[src/rtl/core/pst_pkg.sv]
`timescale 1ns / 1ps
// shared types and constants for the peer session table
// no dependencies; compile first

package pst_pkg;

	// default table depth
	localparam int PST_SLOTS = 8;

	// payload widths fixed by the request and response formats
	localparam int REQ_W    = 2;
	localparam int ADDR_W   = 32;
	localparam int PORT_W   = 16;
	localparam int TIME_W   = 32;
	localparam int IDXO_W   = 3;
	localparam int MASKO_W  = 8;

	// request codes
	typedef enum logic [REQ_W-1:0] {
		REQ_TOUCH  = 2'd0,
		REQ_EXPIRE = 2'd1,
		REQ_LOOKUP = 2'd2,
		REQ_NONE   = 2'd3
	} pst_req_e;

	// controller to datapath commands
	typedef struct packed {
		logic start;   // latch request, restart sweep
		logic step;    // visit the current slot
		logic commit;  // write table, load response
	} pst_cmd_t;

	// datapath to controller status
	typedef struct packed {
		logic last;    // current slot is the final one
	} pst_status_t;

endpackage

[src/rtl/core/pst_if.sv]
`timescale 1ns / 1ps
// request and response channel interfaces for the peer session table
// depends on pst_pkg for payload widths

interface pst_req_if;
	logic                          valid;
	logic                          ready;
	logic [pst_pkg::REQ_W-1:0]     req_type;
	logic [pst_pkg::ADDR_W-1:0]    peer_addr;
	logic [pst_pkg::PORT_W-1:0]    peer_port;
	logic [pst_pkg::TIME_W-1:0]    now_ms;

	modport source (output valid, req_type, peer_addr, peer_port, now_ms, input ready);
	modport sink   (input valid, req_type, peer_addr, peer_port, now_ms, output ready);
endinterface

interface pst_rsp_if;
	logic                          valid;
	logic                          ready;
	logic [pst_pkg::IDXO_W-1:0]    slot_index;
	logic                          found;
	logic                          evicted;
	logic [pst_pkg::MASKO_W-1:0]   freed_mask;

	modport source (output valid, slot_index, found, evicted, freed_mask, input ready);
	modport sink   (input valid, slot_index, found, evicted, freed_mask, output ready);
endinterface

[src/rtl/core/peer_session_table_lru_core.sv]
`timescale 1ns / 1ps
// peer session table with least-recently-seen eviction, top level
// depends on pst_pkg, pst_if, pst_ctrl and pst_dpath
//
//  channel  | kind        | handshake             | payload
//  ---------+-------------+-----------------------+-----------------------------------------
//  req      | in, stream  | valid/ready           | req_type, peer_addr, peer_port, now_ms
//  rsp      | out, stream | valid/ready           | slot_index, found, evicted, freed_mask
//  cfg      | in, write   | cfg_wr_en, no wait    | cfg_wr_data -> idle_limit_ms
//
// each request is handled in order: the beat is accepted, the table is swept
// slot by slot, and a commit writes the table and loads the response.
// the sweep reads one slot a cycle, and no new beat is taken before the commit.
// a response waiting on rsp does not block the next request beat; only the
// commit waits for the response register to free up.
// reset clears all valid bits and the idle limit at once; no clearing pass.

module peer_session_table_lru_core #(
	parameter int SLOTS = pst_pkg::PST_SLOTS
) (
	input  logic                       clk,
	input  logic                       arst_n,
	pst_req_if.sink                    req,
	pst_rsp_if.source                  rsp,
	input  logic                       cfg_wr_en,
	input  logic [pst_pkg::TIME_W-1:0] cfg_wr_data
);
	import pst_pkg::*;

	pst_cmd_t    cmd;
	pst_status_t status;

	logic              in_ready;
	logic              out_valid;
	logic [IDXO_W-1:0] slot_index;
	logic              found;
	logic              evicted;
	logic [MASKO_W-1:0] freed_mask;

	// sequencer
	pst_ctrl u_ctrl (
		.clk       (clk),
		.arst_n    (arst_n),
		.in_valid  (req.valid),
		.in_ready  (in_ready),
		.out_valid (out_valid),
		.out_ready (rsp.ready),
		.cmd       (cmd),
		.status    (status)
	);

	// table and response datapath
	pst_dpath #(
		.SLOTS (SLOTS)
	) u_dpath (
		.clk         (clk),
		.arst_n      (arst_n),
		.req_type    (req.req_type),
		.peer_addr   (req.peer_addr),
		.peer_port   (req.peer_port),
		.now_ms      (req.now_ms),
		.cfg_wr_en   (cfg_wr_en),
		.cfg_wr_data (cfg_wr_data),
		.cmd         (cmd),
		.status      (status),
		.slot_index  (slot_index),
		.found       (found),
		.evicted     (evicted),
		.freed_mask  (freed_mask)
	);

	// channel hookup
	assign req.ready      = in_ready;
	assign rsp.valid      = out_valid;
	assign rsp.slot_index = slot_index;
	assign rsp.found      = found;
	assign rsp.evicted    = evicted;
	assign rsp.freed_mask = freed_mask;

endmodule

[src/rtl/core/pst_ctrl.sv]
`timescale 1ns / 1ps
// request sequencer: accept, slot sweep, commit
// depends on pst_pkg for command and status structs

module pst_ctrl (
	input  logic                 clk,
	input  logic                 arst_n,
	input  logic                 in_valid,
	output logic                 in_ready,
	output logic                 out_valid,
	input  logic                 out_ready,
	output pst_pkg::pst_cmd_t    cmd,
	input  pst_pkg::pst_status_t status
);
	import pst_pkg::*;

	typedef enum logic [1:0] {
		ST_IDLE,
		ST_SWEEP,
		ST_APPLY
	} state_t;

	state_t state_q;
	logic   out_valid_q;

	// commands decoded from state
	always_comb begin
		in_ready   = (state_q == ST_IDLE);
		cmd.start  = (state_q == ST_IDLE) && in_valid;
		cmd.step   = (state_q == ST_SWEEP);
		cmd.commit = (state_q == ST_APPLY) && (!out_valid_q || out_ready);
	end

	assign out_valid = out_valid_q;

	// state and response valid
	always_ff @(posedge clk or negedge arst_n) begin
		if (!arst_n) begin
			state_q     <= ST_IDLE;
			out_valid_q <= 1'b0;
		end else begin
			case (state_q)
				ST_IDLE: begin
					if (in_valid) state_q <= ST_SWEEP;
				end
				ST_SWEEP: begin
					if (status.last) state_q <= ST_APPLY;
				end
				ST_APPLY: begin
					if (cmd.commit) state_q <= ST_IDLE;
				end
				default: state_q <= ST_IDLE;
			endcase
			if (cmd.commit) out_valid_q <= 1'b1;
			else if (out_ready) out_valid_q <= 1'b0;
		end
	end

	// accepted beat starts a sweep
	a_accept_sweep: assert property (@(posedge clk) disable iff (!arst_n)
		in_valid && in_ready |=> state_q == ST_SWEEP)
		else $error("sweep did not start after request beat");

	// final slot leads to commit
	a_last_apply: assert property (@(posedge clk) disable iff (!arst_n)
		cmd.step && status.last |=> state_q == ST_APPLY)
		else $error("sweep end did not reach commit");

	// commit never overwrites an untaken response
	a_no_overwrite: assert property (@(posedge clk) disable iff (!arst_n)
		cmd.commit |-> !out_valid_q || out_ready)
		else $error("response overwritten before taken");

endmodule

[src/rtl/core/pst_dpath.sv]
`timescale 1ns / 1ps
// session table storage, per-slot sweep trackers and response registers
// depends on pst_pkg for widths, request codes and command structs

module pst_dpath #(
	parameter int SLOTS = pst_pkg::PST_SLOTS
) (
	input  logic                          clk,
	input  logic                          arst_n,
	input  logic [pst_pkg::REQ_W-1:0]     req_type,
	input  logic [pst_pkg::ADDR_W-1:0]    peer_addr,
	input  logic [pst_pkg::PORT_W-1:0]    peer_port,
	input  logic [pst_pkg::TIME_W-1:0]    now_ms,
	input  logic                          cfg_wr_en,
	input  logic [pst_pkg::TIME_W-1:0]    cfg_wr_data,
	input  pst_pkg::pst_cmd_t             cmd,
	output pst_pkg::pst_status_t          status,
	output logic [pst_pkg::IDXO_W-1:0]    slot_index,
	output logic                          found,
	output logic                          evicted,
	output logic [pst_pkg::MASKO_W-1:0]   freed_mask
);
	import pst_pkg::*;

	localparam int IDX_W = (SLOTS > 1) ? $clog2(SLOTS) : 1;

	// table
	logic [SLOTS-1:0]  valid_q;
	logic [ADDR_W-1:0] addr_q  [SLOTS];
	logic [PORT_W-1:0] port_q  [SLOTS];
	logic [TIME_W-1:0] stamp_q [SLOTS];

	logic [TIME_W-1:0] idle_limit_q;

	// latched request
	pst_req_e          req_q;
	logic [ADDR_W-1:0] req_addr_q;
	logic [PORT_W-1:0] req_port_q;
	logic [TIME_W-1:0] now_q;

	// sweep trackers
	logic [IDX_W-1:0]  cnt_q;
	logic              match_hit_q;
	logic [IDX_W-1:0]  match_idx_q;
	logic              free_hit_q;
	logic [IDX_W-1:0]  free_idx_q;
	logic [IDX_W-1:0]  old_idx_q;
	logic [TIME_W-1:0] old_stamp_q;
	logic [SLOTS-1:0]  freed_q;

	// response registers
	logic [IDXO_W-1:0]  res_idx_q;
	logic               res_found_q;
	logic               res_evict_q;
	logic [MASKO_W-1:0] res_freed_q;

	// current slot view
	logic              vis_valid;
	logic [TIME_W-1:0] vis_stamp;
	logic              vis_hit;
	logic [TIME_W-1:0] age_diff;
	logic [TIME_W-1:0] elapsed;
	logic              vis_expire;

	// commit selection
	logic [IDX_W-1:0]   sel_idx;
	logic               sel_evict;
	logic [IDXO_W-1:0]  sel_idx3;
	logic [IDXO_W-1:0]  match_idx3;
	logic [MASKO_W-1:0] freed8;

	assign status.last = (cnt_q == IDX_W'(SLOTS - 1));

	always_comb begin
		vis_valid  = valid_q[cnt_q];
		vis_stamp  = stamp_q[cnt_q];
		vis_hit    = vis_valid && (addr_q[cnt_q] == req_addr_q)
		             && (port_q[cnt_q] == req_port_q);
		age_diff   = vis_stamp - old_stamp_q;
		elapsed    = now_q - vis_stamp;
		vis_expire = (req_q == REQ_EXPIRE) && vis_valid && (elapsed > idle_limit_q);
	end

	// touch target: match, else lowest free, else oldest
	always_comb begin
		sel_evict = !match_hit_q && !free_hit_q;
		if (match_hit_q) sel_idx = match_idx_q;
		else if (free_hit_q) sel_idx = free_idx_q;
		else sel_idx = old_idx_q;
	end

	// fit slot index and freed mask to response widths
	generate
		if (IDX_W >= IDXO_W) begin : g_idx_trunc
			assign sel_idx3   = sel_idx[IDXO_W-1:0];
			assign match_idx3 = match_idx_q[IDXO_W-1:0];
		end else begin : g_idx_ext
			assign sel_idx3   = {{(IDXO_W-IDX_W){1'b0}}, sel_idx};
			assign match_idx3 = {{(IDXO_W-IDX_W){1'b0}}, match_idx_q};
		end
		if (SLOTS >= MASKO_W) begin : g_mask_trunc
			assign freed8 = freed_q[MASKO_W-1:0];
		end else begin : g_mask_ext
			assign freed8 = {{(MASKO_W-SLOTS){1'b0}}, freed_q};
		end
	endgenerate

	// idle limit register
	always_ff @(posedge clk or negedge arst_n) begin
		if (!arst_n) begin
			idle_limit_q <= '0;
		end else if (cfg_wr_en) begin
			idle_limit_q <= cfg_wr_data;
		end
	end

	// valid bits: cleared by expiry, set by allocation
	always_ff @(posedge clk or negedge arst_n) begin
		if (!arst_n) begin
			valid_q <= '0;
		end else begin
			if (cmd.step && vis_expire) valid_q[cnt_q] <= 1'b0;
			if (cmd.commit && req_q == REQ_TOUCH && !match_hit_q) valid_q[sel_idx] <= 1'b1;
		end
	end

	// table payload
	always_ff @(posedge clk) begin
		if (cmd.commit && req_q == REQ_TOUCH) begin
			stamp_q[sel_idx] <= now_q;
			if (!match_hit_q) begin
				addr_q[sel_idx] <= req_addr_q;
				port_q[sel_idx] <= req_port_q;
			end
		end
	end

	// request latch and sweep trackers
	always_ff @(posedge clk) begin
		if (cmd.start) begin
			req_q       <= pst_req_e'(req_type);
			req_addr_q  <= peer_addr;
			req_port_q  <= peer_port;
			now_q       <= now_ms;
			cnt_q       <= '0;
			match_hit_q <= 1'b0;
			free_hit_q  <= 1'b0;
			freed_q     <= '0;
		end else if (cmd.step) begin
			if (!status.last) cnt_q <= cnt_q + 1'b1;
			if (vis_hit && !match_hit_q) begin
				match_hit_q <= 1'b1;
				match_idx_q <= cnt_q;
			end
			if (!vis_valid && !free_hit_q) begin
				free_hit_q <= 1'b1;
				free_idx_q <= cnt_q;
			end
			// wrap-aware oldest: newer candidate wins only on negative difference
			if (cnt_q == '0 || age_diff[TIME_W-1]) begin
				old_idx_q   <= cnt_q;
				old_stamp_q <= vis_stamp;
			end
			if (vis_expire) freed_q[cnt_q] <= 1'b1;
		end
	end

	// response load
	always_ff @(posedge clk) begin
		if (cmd.commit) begin
			case (req_q)
				REQ_TOUCH: begin
					res_idx_q   <= sel_idx3;
					res_found_q <= match_hit_q;
					res_evict_q <= sel_evict;
					res_freed_q <= '0;
				end
				REQ_EXPIRE: begin
					res_idx_q   <= '0;
					res_found_q <= 1'b0;
					res_evict_q <= 1'b0;
					res_freed_q <= freed8;
				end
				REQ_LOOKUP: begin
					res_idx_q   <= match_hit_q ? match_idx3 : '0;
					res_found_q <= match_hit_q;
					res_evict_q <= 1'b0;
					res_freed_q <= '0;
				end
				default: begin
					res_idx_q   <= '0;
					res_found_q <= 1'b0;
					res_evict_q <= 1'b0;
					res_freed_q <= '0;
				end
			endcase
		end
	end

	assign slot_index = res_idx_q;
	assign found      = res_found_q;
	assign evicted    = res_evict_q;
	assign freed_mask = res_freed_q;

	// freed slots are already invalid when the response is built
	a_freed_invalid: assert property (@(posedge clk) disable iff (!arst_n)
		cmd.commit |-> (freed_q & valid_q) == '0)
		else $error("freed slot still valid at commit");

	// a touch always leaves a live session
	a_touch_live: assert property (@(posedge clk) disable iff (!arst_n)
		cmd.commit && req_q == REQ_TOUCH |=> valid_q != '0)
		else $error("touch left table empty");

	// sweep counter stays inside the table
	a_cnt_range: assert property (@(posedge clk) disable iff (!arst_n)
		cmd.step |-> cnt_q <= IDX_W'(SLOTS - 1))
		else $error("sweep index out of range");

endmodule

[src/flat_wrapper.sv]
// flat-port wrapper written by rule: the top's interface ports become plain ports
module peer_session_table_lru_core_flat import pst_pkg::*;
#(
	parameter int SLOTS = pst_pkg::PST_SLOTS
)
  (clk, arst_n, cfg_wr_en, cfg_wr_data, req_valid, req_req_type, req_peer_addr, req_peer_port, req_now_ms, req_ready, rsp_valid, rsp_slot_index, rsp_found, rsp_evicted, rsp_freed_mask, rsp_ready);
  pst_req_if req_i ();
  pst_rsp_if rsp_i ();
  input  logic clk;
  input  logic arst_n;
  input  logic cfg_wr_en;
  input  logic [pst_pkg::TIME_W-1:0] cfg_wr_data;
  input wire logic [$bits(req_i.valid)-1:0] req_valid;
  input wire logic [$bits(req_i.req_type)-1:0] req_req_type;
  input wire logic [$bits(req_i.peer_addr)-1:0] req_peer_addr;
  input wire logic [$bits(req_i.peer_port)-1:0] req_peer_port;
  input wire logic [$bits(req_i.now_ms)-1:0] req_now_ms;
  output wire logic [$bits(req_i.ready)-1:0] req_ready;
  output wire logic [$bits(rsp_i.valid)-1:0] rsp_valid;
  output wire logic [$bits(rsp_i.slot_index)-1:0] rsp_slot_index;
  output wire logic [$bits(rsp_i.found)-1:0] rsp_found;
  output wire logic [$bits(rsp_i.evicted)-1:0] rsp_evicted;
  output wire logic [$bits(rsp_i.freed_mask)-1:0] rsp_freed_mask;
  input wire logic [$bits(rsp_i.ready)-1:0] rsp_ready;
  assign req_i.valid = req_valid;
  assign req_i.req_type = req_req_type;
  assign req_i.peer_addr = req_peer_addr;
  assign req_i.peer_port = req_peer_port;
  assign req_i.now_ms = req_now_ms;
  assign req_ready = req_i.ready;
  assign rsp_valid = rsp_i.valid;
  assign rsp_slot_index = rsp_i.slot_index;
  assign rsp_found = rsp_i.found;
  assign rsp_evicted = rsp_i.evicted;
  assign rsp_freed_mask = rsp_i.freed_mask;
  assign rsp_i.ready = rsp_ready;
  peer_session_table_lru_core #(.SLOTS(SLOTS)) u_core (.clk(clk), .arst_n(arst_n), .req(req_i), .rsp(rsp_i), .cfg_wr_en(cfg_wr_en), .cfg_wr_data(cfg_wr_data));
endmodule
[config.mk]
export PLATFORM = sky130hd
export DESIGN_NAME = peer_session_table_lru_core_flat
export DESIGN_NICKNAME = d
export VERILOG_FILES = /design/src/rtl/core/pst_pkg.sv /design/src/rtl/core/pst_if.sv /design/src/rtl/core/peer_session_table_lru_core.sv /design/src/rtl/core/pst_ctrl.sv /design/src/rtl/core/pst_dpath.sv /design/src/flat_wrapper.sv
export SDC_FILE = /design/constraint.sdc
export NUM_CORES = 1
export LEC_CHECK = 0
export CORE_MARGIN = 1.5
export CORE_UTILIZATION = 63
export CTS_CLUSTER_DIAMETER = 150
export DETAILED_ROUTE_END_ITERATION = 7
export DONT_BUFFER_PORTS = 1
export PLACE_DENSITY = 0.81
export SYNTH_ARGS = -nofsm -noshare
export SYNTH_HDL_FRONTEND = slang
export SYNTH_SLANG_ARGS = --single-unit
[constraint.sdc]
create_clock -name clk -period 7 [get_ports clk]
set_input_delay 0.7 -clock clk [delete_from_list [all_inputs] [get_ports clk]]
set_output_delay 0.7 -clock clk [all_outputs]
set_load 0.01 [all_outputs]
* Word level (Yosys, flattened, before mapping) *
Memory sizes are Yosys's and may differ from the RTL's. A register that Yosys moved wholly into a read port is not among the register bits.
Cells that the tools add are included.
Widths: inputs -> output; s select.

storage, ports and cells
  register bits after elaboration = 192
  RAM bits = 640
  input bits = 119
  output and inout bits = 15
  logic and storage cells = 109
  memories kept = 3

memory list
  name                    depth  width  read ports  clocked after Yosys merged registers in  write ports  RTL line         source
  u_core.u_dpath.addr_q   8      32     1           1                                        1            pst_dpath.sv:29  logic [ADDR_W-1:0] addr_q [SLOTS];
  u_core.u_dpath.stamp_q  8      32     1           1                                        1            pst_dpath.sv:31  logic [TIME_W-1:0] stamp_q [SLOTS];
  u_core.u_dpath.port_q   8      16     1           1                                        1            pst_dpath.sv:30  logic [PORT_W-1:0] port_q [SLOTS];

cells by class
  add/sub/neg operators = 3
  order comparisons = 5
  equal/unequal tests = 10
  muxes and demuxes = 29
  bitwise gates (word level) = 6
  reduce and logical (&&, ||, !) cells = 33

operator list
  kind                number
  $sub 32x32->32      2
  $eq 32x32->1        1
  $gt 32x32->1        1
  $mux 3              9
  $eq 16x16->1        1
  $mux 8              2
  $or 8x8->8          2
  $logic_and 1x1->1   14
  $reduce_and 3->1    4
  $mux 1              10
  $and 8x8->8         1
  $lt 3x4->1 const B  2
  $not 8->8           1
  $reduce_and 2->1    4
  $demux 1 s3         2
  $ge 3x1->1 const B  2
  $mux 2              3
  $pmux 2 s3          1
  $pmux 3 s2          1
  $eq 2x1->1 const B  2
  $eq 2x2->1 const B  2
  $logic_not 1->1     4
  $logic_not 2->1     2
  $ne 2x2->1 const B  2
  other kinds (9)     11

* Depth between registers and ports, before layout *
  depth in word-level cells = 9
  mapped depth = 26
  mapped depth without buffers = 22

* Cells and area by module *
A second synthesis with hierarchy kept.

unflattened totals
  cell total of the unflattened synthesis = 1842
  area, all modules = 34204.1 sq um

by module, submodules not included
  module     times used  cells each  area an instance (sq um)  sequential area each (sq um)
  pst_dpath  1           1829        34062.7                   24623.6
  pst_ctrl   1           13          141.4                     75.1

* Worst setup path after synthesis *
Ideal clock, no wire load.

  path kind = register -> register
  start point = register (tool-made name)
  end point = register u_core.u_dpath.old_idx_q[0] (enable)
  setup time = 0.439 ns
  arrival time = 5.352 ns
  required time = 6.561 ns
  slack = 1.209 ns
  stages on the path, launching flop included = 17
  path buffers = 4
  clock period less this slack = 5.791 ns
  cell sequence = dfxtp_1 -> buf_2 -> buf_4 -> buf_1 -> buf_2 -> mux4_2 -> mux2i_1 -> inv_1 -> ha_1 -> a21oi_1 -> nor2_1 -> a2111oi_0 -> o21ai_0 -> a2111oi_2 -> o21ai_1 -> xnor2_1 -> a21oi_1

RTL lines
  item                    RTL line          source
  end signal: assignment  pst_dpath.sv:161  old_idx_q <= cnt_q;
  end: declaration        pst_dpath.sv:47   logic [IDX_W-1:0] old_idx_q;

==> impl_results.md <==
- Yosys warnings: 0
- RSZ-0062 raised after global routing: no
- Critical Path End Type: register
- Final setup viols: 0
- CP cell instances: buf_12 > mux4_2 > mux2i_1 > ha_1 > and4_1 > o21ai_0 > a31oi_1 > nor2_1 > o21ai_1 > a21o_1 > a21oi_1 > xnor2_1 > ha_1 > a21o_1 > a221oi_1 > o21ai_0 > a221oi_1 > o221ai_1 > nor2_1 > nor4_1 > o21a_1
- Via count: 17600
- Row Count: 85
- Post-CTS Resized: 0
- Max Slew Vio Count: 0
- Power density cells: 420 mW/mm^2
- Max-cap violations: 0
- Hold Crit Class: in2reg
- Final instance area: 0.0381 mm^2
- Clock-pin slew on the worst setup and hold paths: 60 ps
- Die area: 0.0560 mm^2
- Post-DP HPWL: 41300 um
- Per-cell routed wire length: 25.1 um
- Async set-reset flop share out of synthesis: 5.15%
- Synth Flop Type: edfxtp_1
- Port bufs: 0
- Hold Path Stages: 0
- Layout cells sized above 1: 14.2%
- Cts bufs inserted: 82
- Worst-Margin Slew: 1240 ps
- CP max FO: 74
- Top cell type by total area after synthesis: edfxtp_1
- VDD IR max: 348 uV
- Gpl congestion: 0.921
- Largest cells by area after synthesis: edfxtp_1 68%, mux4_2 7.6%, mux2i_1 3.8%, ha_1 3.5%, dfrtp_1 3.1%
- Share of the synthesized area in the top cell type: 67.8%
- Total grt overflow: 0
- CP max stage delay: 580 ps
- Initial antenna violation count: 7
- Longest Clk Path Bufs: 3
- Final hold violation count: 0
- Area growth syn-to-layout: 10.7%
- Multi-input logic area: 0.00905 mm^2
- Sequential cell area fraction in the yosys report: 71.9%
- HP Start: req_peer_addr[21]
- Min-Delay Endpoint: u_core.u_dpath.req_addr_q[21]$_DFFE_PP_
- Synth Net Count: 2174
- Worst EP arrival: 6720 ps
- Cell variety after synth: 66
- Final Skew: 43.3 ps
- CP max stage cell: mux4_2
- Post-DR vias/cell: 6.35
- Clock period minus worst slack: 6180 ps
- Iter 0 DRT Violations: 1603
- Post-synthesis cell count: 1957
- Number of H-tree levels: 3
- Syn Area/Cell: 17.6 um^2
- Max Freq: 0.162 GHz
- DRC: 0
- Reg-to-reg slack, setup: 820 ps
- Fillers: 3214
- Status: finished, final reports clean
- Tot Pwr: 16000 uW
- Relative max-transition margin: 16.5%
- Flops & latches, synth: 835
- Most common cell in the synthesized netlist: edfxtp_1
- Pre-antenna DRT Iters: 6
- First-pass GRT wire length: 107000 um
- Setup_tns: 0 ps
- DRT antenna net count: 0
- Most instantiated cells after synthesis: 776 x edfxtp_1, 130 x mux2i_1, 116 x mux4_2
- DP Area: 0.0353 mm^2
- EDFF count, synth: 776
- Cell family with most CP delay: compound AO/OA/AOI/OAI gates
- Final WL: 69700 um
- Startpoint Class: register
- Post-Syn Area: 0.0344 mm^2
- Setup CP Type: reg2reg
- Worst-skew pair later-pin latency: 650 ps
- Clock root buffer master: clkbuf_16
- Crit path buf inv count: 1
- Finished Core Util: 70.6%
- Leakage Power: 0.0132 uW
- Die Y-Extent: 237 um
- Placeable Area: 0.0539 mm^2
- Seq. cell area: 0.0247 mm^2
- Vias in the first global route: 18400
- R2R depth: 21
- Largest net degree at the start of global routing: 81
- TritonCTS clock tree: yes
- Starting Density: 63.7%
- Top Ports: 134
- Final period util: 88.3%
- Worst r2r dst: u_core.u_dpath.freed8[5]$_SDFFE_PP0N_
- CTS Sinks: 835
- Req. time, crit path: 7550 ps
- Nets@finish: 2226
- Chip width: 237 um
- Tot GR Track Use: 25.6%
## registers in the layout, indices dropped and copies added, names as in the netlist, 16 cells and up, named ones only
name and flops:
u_core.u_dpath.addr_q 256, u_core.u_dpath.idle_limit_q 32, u_core.u_dpath.now_q 32, u_core.u_dpath.old_stamp_q 32, u_core.u_dpath.port_q 128, u_core.u_dpath.req_addr_q 32
u_core.u_dpath.req_port_q 16, u_core.u_dpath.stamp_q 256
## cell families after synthesis
family | share of synthesized area [%]
XOR/XNOR | 1.81
AO/OA/AOI/OAI | 4.89
flip-flops | 71.9
adder cells (fa/ha/maj) | 3.59
multiplexers | 12.0
buffers and inverters | 2.18
AND/OR/NAND/NOR | 3.63
## stage by stage
step	hold WS, ps	setup WS, ps	instances
6_report	138	821	2775
2_1_floorplan	404	1210	1957
4_1_cts	111	855	2772
3_5_place_dp	405	843	2619
5_1_grt	110	405	2773
3_3_place_gp	405	1030	2619
## what timing repair did
| item | 4_1_cts | 5_1_grt |
|---|---|---|
| buffers inserted | 0 | 0 |
| hold endpoints to repair | 43 | 0 |
| hold buffers | 2 | 0 |
## layout make-up
cell class	count	area share (%)
tap	696	2.29
inverter	111	1.10
timing repair buffer	33	0.776
multi-input combinational	946	23.8
antenna	3	0.0197
sequential	835	64.9
clock inverter	48	1.49
clock buffer	103	5.60
## placed cells by master (no fill, tap or decap), types with 8 or more instances in the layout
master	synthesis	routed
edfxtp_1	776	776
mux2i_1	130	130
mux4_2	116	116
inv_1	109	109
ha_1	97	97
clkbuf_16	0	82
nand2_1	79	79
o21ai_0	57	57
a21oi_1	49	48
nor2_1	61	45
xor2_1	43	43
dfrtp_1	43	43
a21o_1	29	29
buf_4	12	29
xnor2_1	28	28
nand4_1	24	24
a22oi_1	23	23
clkinv_1	2	23
clkbuf_1	24	21
o21a_1	18	18
nor2_4	0	16
nor3_1	15	15
dfxtp_1	16	13
mux2_2	12	12
o22ai_1	12	12
nor4_1	11	11
and2_1	11	11
a221oi_1	11	11
nor2b_1	10	10
and3_1	10	10
nand3_1	9	9
bufinv_16	0	9
o21ai_1	8	8
mux2_1	8	8
clkinv_2	0	8
## power by group
part	internal, uW	total [uW]	switching [uW]
registers	5970	6280	304
logic	2240	5350	3110
clock network	2520	4360	1840
total	10700	16000	5250
## worst max path at each step
stage	startpoint	end	slack, ps	cells past startpoint
after global placement	register	u_core.u_dpath.freed8[4]$_SDFFE_PP0N_	1030	20
final	register	u_core.u_dpath.freed8[5]$_SDFFE_PP0N_	820	21
after CTS	register	u_core.u_dpath.freed8[5]$_SDFFE_PP0N_	860	21
after floorplan	register	u_core.u_dpath.old_idx_q[0]$_DFFE_PP_	1210	16
after global routing	register	u_core.u_dpath.valid_q[5]$_DFF_PN0_	410	20
after detailed placement	register	u_core.u_dpath.freed8[5]$_SDFFE_PP0N_	840	21
## layer usage
layer | track usage, % | wire [um] | vias to the layer above
met5 | 0 | 58 | -
met4 | 9.30 | 2070 | 8
met3 | 5.39 | 4570 | 155
met2 | 42.7 | 35300 | 617
met1 | 33.6 | 27700 | 9016
li1 | - | - | 7828
No activity file was read; power rests on OpenSTA's default activity.
